**config.mk**
```make
export PLATFORM = sky130hd
export DESIGN_NAME = smg_div
export DESIGN_NICKNAME = d
export VERILOG_FILES = /design/src/smg_pkg.sv /design/src/smg_div.sv
export SDC_FILE = /design/constraint.sdc
export NUM_CORES = 1
export LEC_CHECK = 0
export BUFFER_PORTS_ARGS = -buffer_cell sky130_fd_sc_hd__buf_2
export CORE_MARGIN = 4
export CORE_UTILIZATION = 37
export DETAILED_ROUTE_END_ITERATION = 10
export HOLD_SLACK_MARGIN = 0.15
export SLEW_MARGIN = 20
export SYNTH_ARGS = -nofsm -noshare
export SYNTH_HDL_FRONTEND = slang
export SYNTH_SLANG_ARGS = --single-unit
```
**constraint.sdc**
```tcl
create_clock -name clk -period 4.1 [get_ports clk]
set_input_delay 0.82 -clock clk [delete_from_list [all_inputs] [get_ports clk]]
set_output_delay 0.82 -clock clk [all_outputs]
set_load 0.05 [all_outputs]
```
**src/smg_pkg.sv**
```systemverilog
package smg_pkg;

	localparam int MaxClasses = 64;
	localparam int IdxW = $clog2(MaxClasses);
	localparam int CntW = IdxW + 1;

	// exp(-2^(k-8)) in Q1.30, one entry per bit of the distance from the max
	function automatic logic [30:0] exp_tab(input logic [3:0] k);
		logic [30:0] r;
		begin
			case (k)
				4'd0: r = 31'd1069555701;
				4'd1: r = 31'd1065385899;
				4'd2: r = 31'd1057095000;
				4'd3: r = 31'd1040706261;
				4'd4: r = 31'd1008687096;
				4'd5: r = 31'd947573834;
				4'd6: r = 31'd836230973;
				4'd7: r = 31'd651257337;
				4'd8: r = 31'd395007542;
				4'd9: r = 31'd145315154;
				4'd10: r = 31'd19666267;
				4'd11: r = 31'd360200;
				default: r = 31'd0;
			endcase
			return r;
		end
	endfunction

	typedef struct packed {
		logic        start;
		logic [16:0] e;
		logic [22:0] sum;
	} div_req_t;

endpackage

```
**src/smg_div.sv**
```systemverilog
// Restoring divider: q = floor((e*32768 + sum/2) / sum), one quotient bit per cycle
module smg_div import smg_pkg::*; (
	input  logic        clk,
	input  logic        arst_n,
	input  div_req_t    req,
	output logic        done,
	output logic [15:0] quo
);
	logic [37:0] rem_q;
	logic [32:0] num_q;
	logic [22:0] den_q;
	logic [32:0] quo_q;
	logic [5:0]  cnt_q;
	logic        busy_q;
	logic [38:0] trial;

	assign trial = {rem_q, num_q[32]} - {16'd0, den_q};

	// shift-subtract loop over 33 numerator bits
	always_ff @(posedge clk or negedge arst_n) begin
		if (!arst_n) begin
			busy_q <= 1'b0;
			cnt_q  <= '0;
			done   <= 1'b0;
		end else begin
			done <= 1'b0;
			if (req.start) begin
				busy_q <= 1'b1;
				cnt_q  <= 6'd33;
				rem_q  <= '0;
				num_q  <= {1'b0, req.e, 15'd0} + {11'd0, req.sum[22:1]};
				den_q  <= req.sum;
				quo_q  <= '0;
			end else if (busy_q) begin
				if (!trial[38]) rem_q <= trial[37:0];
				else rem_q <= {rem_q[36:0], num_q[32]};
				num_q <= {num_q[31:0], 1'b0};
				quo_q <= {quo_q[31:0], ~trial[38]};
				cnt_q <= cnt_q - 6'd1;
				if (cnt_q == 6'd1) begin
					busy_q <= 1'b0;
					done   <= 1'b1;
				end
			end
		end
	end

	// saturate to Q1.15
	assign quo = (quo_q > 33'd32767) ? 16'd32767 : quo_q[15:0];
endmodule

```
==> flow_summary.ini <==
[global_route]
globalRouteMet2Util_pct = 21.8
grtUsageMet3_pct = 2.67
grtUsageTotal_pct = 14.3
grt.met1_usage_pct = 20.7
grt_pass1_wl_um = 30300
globalRoute.busiestLayer = met2
number_of_global_route_vias_before_repair = 5864
antenna_found_initial = 0
pin_count_of_the_biggest_net_entering_global_routing = 92
globalRouteOverflowTotal = 0

[finish]
final_net_count = 912
antenna_cells_inserted = 0
postLayoutCoreUtil_pct = 43.0
area_delta_synth_final_pct = 12.9
layout-drive-gt1-share_pct = 17.2
finish.instance_area_mm2 = 0.00951
filler_cell_count = 2090

[synth]
mappedNetlistNets = 868
yosysTopAreaCell = sky130_fd_sc_hd__edfxtp_1
synth.ff_latch_count = 135
synth.distinct_cells = 71
synth_top_area_cells = sky130_fd_sc_hd__edfxtp_1 45%, sky130_fd_sc_hd__mux2i_1 6.2%, sky130_fd_sc_hd__nor2_1 4.9%
syn_area_mm2 = 0.00842
netlist_top_cells_count = 127 x sky130_fd_sc_hd__edfxtp_1, 111 x sky130_fd_sc_hd__nor2_1, 52 x sky130_fd_sc_hd__mux2i_1
postSynthCellCount = 791
area_fraction_of_the_dominant_cell_type_after_synthesis_pct = 45.3
synth_flop_cell = sky130_fd_sc_hd__edfxtp_1
synth-edff-count = 127
async_flop_share_pct = 5.93
yosysWarnings = 0
yosysSeqAreaShare_pct = 47.7
yosysMostFrequentCell = sky130_fd_sc_hd__edfxtp_1
synth.avg_cell_area_um2 = 10.6

[floorplan]
core_region_area_mm2 = 0.0221
die_height_um = 159
fp.dieW_um = 159
die_area_mm2 = 0.0252
io-pin-count = 60
count_of_standard_cell_rows = 54
floorplan.initialDensity_pct = 38.1

[clocking]
cts_made_buffers = 17
clkSinkCount = 135
postCtsSetupBuffers = 0
clock_path_buffers = 2
cts-root-buf = sky130_fd_sc_hd__clkbuf_16
clock_tree.htree_level_count = 4
post_cts.resized_instances = 0
clk_pin_slew_ns = 0.06
clock_tree_from_tritoncts = yes
clock_insertion_delay_worst_skew_ns = 0.43
holdBufCountCts = 0

[routing]
post_drt_wl_per_cell_um = 15.7
drt_iter0_drc = 342
detail_route.drc_violations = 0
via_count = 6045
vias_per_cell = 5.36
detail_route.first_pass.iterations = 4
number_of_routed_nets_with_antenna_violations = 0
totalWireLength_um = 17700

[critical_path]
worst-setup-path-type = reg -> reg
arrival_ns = 3.70
worst_path_largest_cell_delay_ns = 0.43
critPathCaptureType = register
start_kind = register
path_delay_family = compound AO/OA/AOI/OAI gates
critical_path_source = num_q[32]$_DFFE_PP_
timing.critical_path.buf_inv = 2
reg2reg_launch_point = num_q[32]$_DFFE_PP_
cpMaxStageDelayCell = sky130_fd_sc_hd__a311o_1
crit_path_cell_trace = inv_1 -> ha_1 -> fa_1 -> and2b_1 -> o211ai_1 -> a311o_1 -> o21a_1 -> o21ai_2 -> xor2_4 -> buf_4 -> mux2i_1 -> a211oi_1
timing.critical_path.required_ns = 4.22
critical_path_peak_fanout = 28

[run]
cap_viol_max_count = 0

[sta]
layout_min_cycle_time_ns = 3.58
timing.final.ws_setup_ns = 0.522
layout_worst_path_cycle_share_pct = 87.3
totalNegativeSetupSlack_ns = 0
worstMarginPinSlew_ns = 0.873
rsz0062_at_grt = false
max_clock_freq_ghz = 0.280
final_setup_violations = 0
clock-skew-final_ns = 0.0195
whs_ns = 0.520
final_max_slew_viol_count = 0
count_of_final_hold_check_violations = 0
relSlewSlack_pct = 41.8

[min_path]
hp-class = reg -> reg
hold_start = cnt_q[5]$_DFFE_PN0N_

[pwr]
power_per_cell_area_mw_per_mm2 = 499
p_int_uw = 3140
clkPwrFrac_pct = 31.7
power.switching_uw = 1600
combPwrFrac_pct = 26.8
power_switching_share_pct = 33.8
pwr-share-seq_pct = 41.5
power.static_leakage_uw = 0.00380
irDropWorstVdd_v = 0.000312

[run_status]
run_status = finished clean

[place]
place_worst_setup_slack_ns = 0.540
dp_hpwl_um = 11900
io_buffers = 58
place_congestion = 0.838
detailed_place.area_mm2 = 0.00893
cell usage in the layout (no fill, tap or decap), types with 6 or more instances in the layout:
cell and count:
sky130_fd_sc_hd__a211oi_1 22, sky130_fd_sc_hd__a21o_1 12, sky130_fd_sc_hd__a21oi_1 31, sky130_fd_sc_hd__a311oi_1 16, sky130_fd_sc_hd__and3_1 6, sky130_fd_sc_hd__buf_2 56, sky130_fd_sc_hd__buf_4 10, sky130_fd_sc_hd__clkbuf_16 17
sky130_fd_sc_hd__dfrtp_1 7, sky130_fd_sc_hd__edfxtp_1 127, sky130_fd_sc_hd__ha_1 32, sky130_fd_sc_hd__inv_1 41, sky130_fd_sc_hd__inv_6 9, sky130_fd_sc_hd__mux2_2 20, sky130_fd_sc_hd__mux2i_1 52, sky130_fd_sc_hd__nand2_1 30
sky130_fd_sc_hd__nand2b_1 20, sky130_fd_sc_hd__nand3_1 16, sky130_fd_sc_hd__nor2_1 111, sky130_fd_sc_hd__nor2b_1 8, sky130_fd_sc_hd__nor3_1 10, sky130_fd_sc_hd__nor4_1 8, sky130_fd_sc_hd__o2111ai_1 6, sky130_fd_sc_hd__o21a_1 7
sky130_fd_sc_hd__o21ai_0 29, sky130_fd_sc_hd__o31ai_1 10, sky130_fd_sc_hd__or3_1 12, sky130_fd_sc_hd__or4_1 8, sky130_fd_sc_hd__xnor2_1 18, sky130_fd_sc_hd__xor2_1 19
power by group through the flow:
stage          registers (uW)  clock network (uW)  logic (uW)
6_report                 1970                1500        1270
5_1_grt                  2000                1600        1440
4_1_cts                  1970                1540        1270
3_5_place_dp             1990                   0        1260
3_3_place_gp             1990                   0        1250
2_1_floorplan            1890                   0        1090
final cells by class:
type                    instances  area (um2)  area share [%]
flip-flops and latches        135        4020            42.3
inverters                      42         158            1.66
multi-input cells             572        4030            42.4
clock inverters                15         145            1.53
repair buffers                 67         375            3.95
well taps                     280         350            3.69
clock buffers                  17         425            4.48
logic make-up (layout without fill, tap and decap cells):
logic type               after synthesis  after routing  share of synthesized area, %
buffers and inverters                 84            141                          4.68
other                                  1              1                        0.0445
AO/OA/AOI/OAI                        158            158                          13.0
adder cells (fa/ha/maj)               34             34                          5.23
multiplexers                          72             72                          8.86
XOR/XNOR                              38             38                          4.04
flip-flops                           135            135                          47.7
AND/OR/NAND/NOR                      269            269                          16.5
through the flow:
step,cells,total power [uW]
after floorplan,791,2980
after global placement,1096,3240
after detailed placement,1096,3250
after CTS,1128,4780
after global routing,1128,5040
final,1128,4740
state kept, by name, indices dropped and copies added, names as in the netlist:
register and count:
cnt_q 6, busy_q 1, rem_q 38, num_q 33, done 1, den_q 23
quo_q 33
tightest hold or removal path, stage by stage (launching register included):
cell                      delay (ns)
sky130_fd_sc_hd__dfrtp_1        0.36
sky130_fd_sc_hd__xor2_1         0.07
sky130_fd_sc_hd__nand2_1        0.06
final timing paths:
check | depth (start not counted) | to | slack (ns)
worst max-delay path | 12 | rem_q[15]$_SDFFCE_PP0P_ | 0.52
worst min-delay path | 2 | cnt_q[5]$_DFFE_PN0N_ | 0.52
worst max register to register | 12 | rem_q[15]$_SDFFCE_PP0P_ | 0.52
worst min register to register | 2 | cnt_q[5]$_DFFE_PN0N_ | 0.52
max in group asynchronous | 2 | busy_q$_DFF_PN0_ | 2.68
min in group asynchronous | 2 | busy_q$_DFF_PN0_ | 0.92
metal layers:
| layer | vias to the layer above | share of wire (%) |
|---|---|---|
| li1 | 3037 | - |
| met1 | 2876 | 51 |
| met2 | 118 | 44 |
| met3 | 14 | 3.8 |
| met4 | 0 | 1.0 |
| met5 | - | 0 |
(Power assumes the default switching activity.)
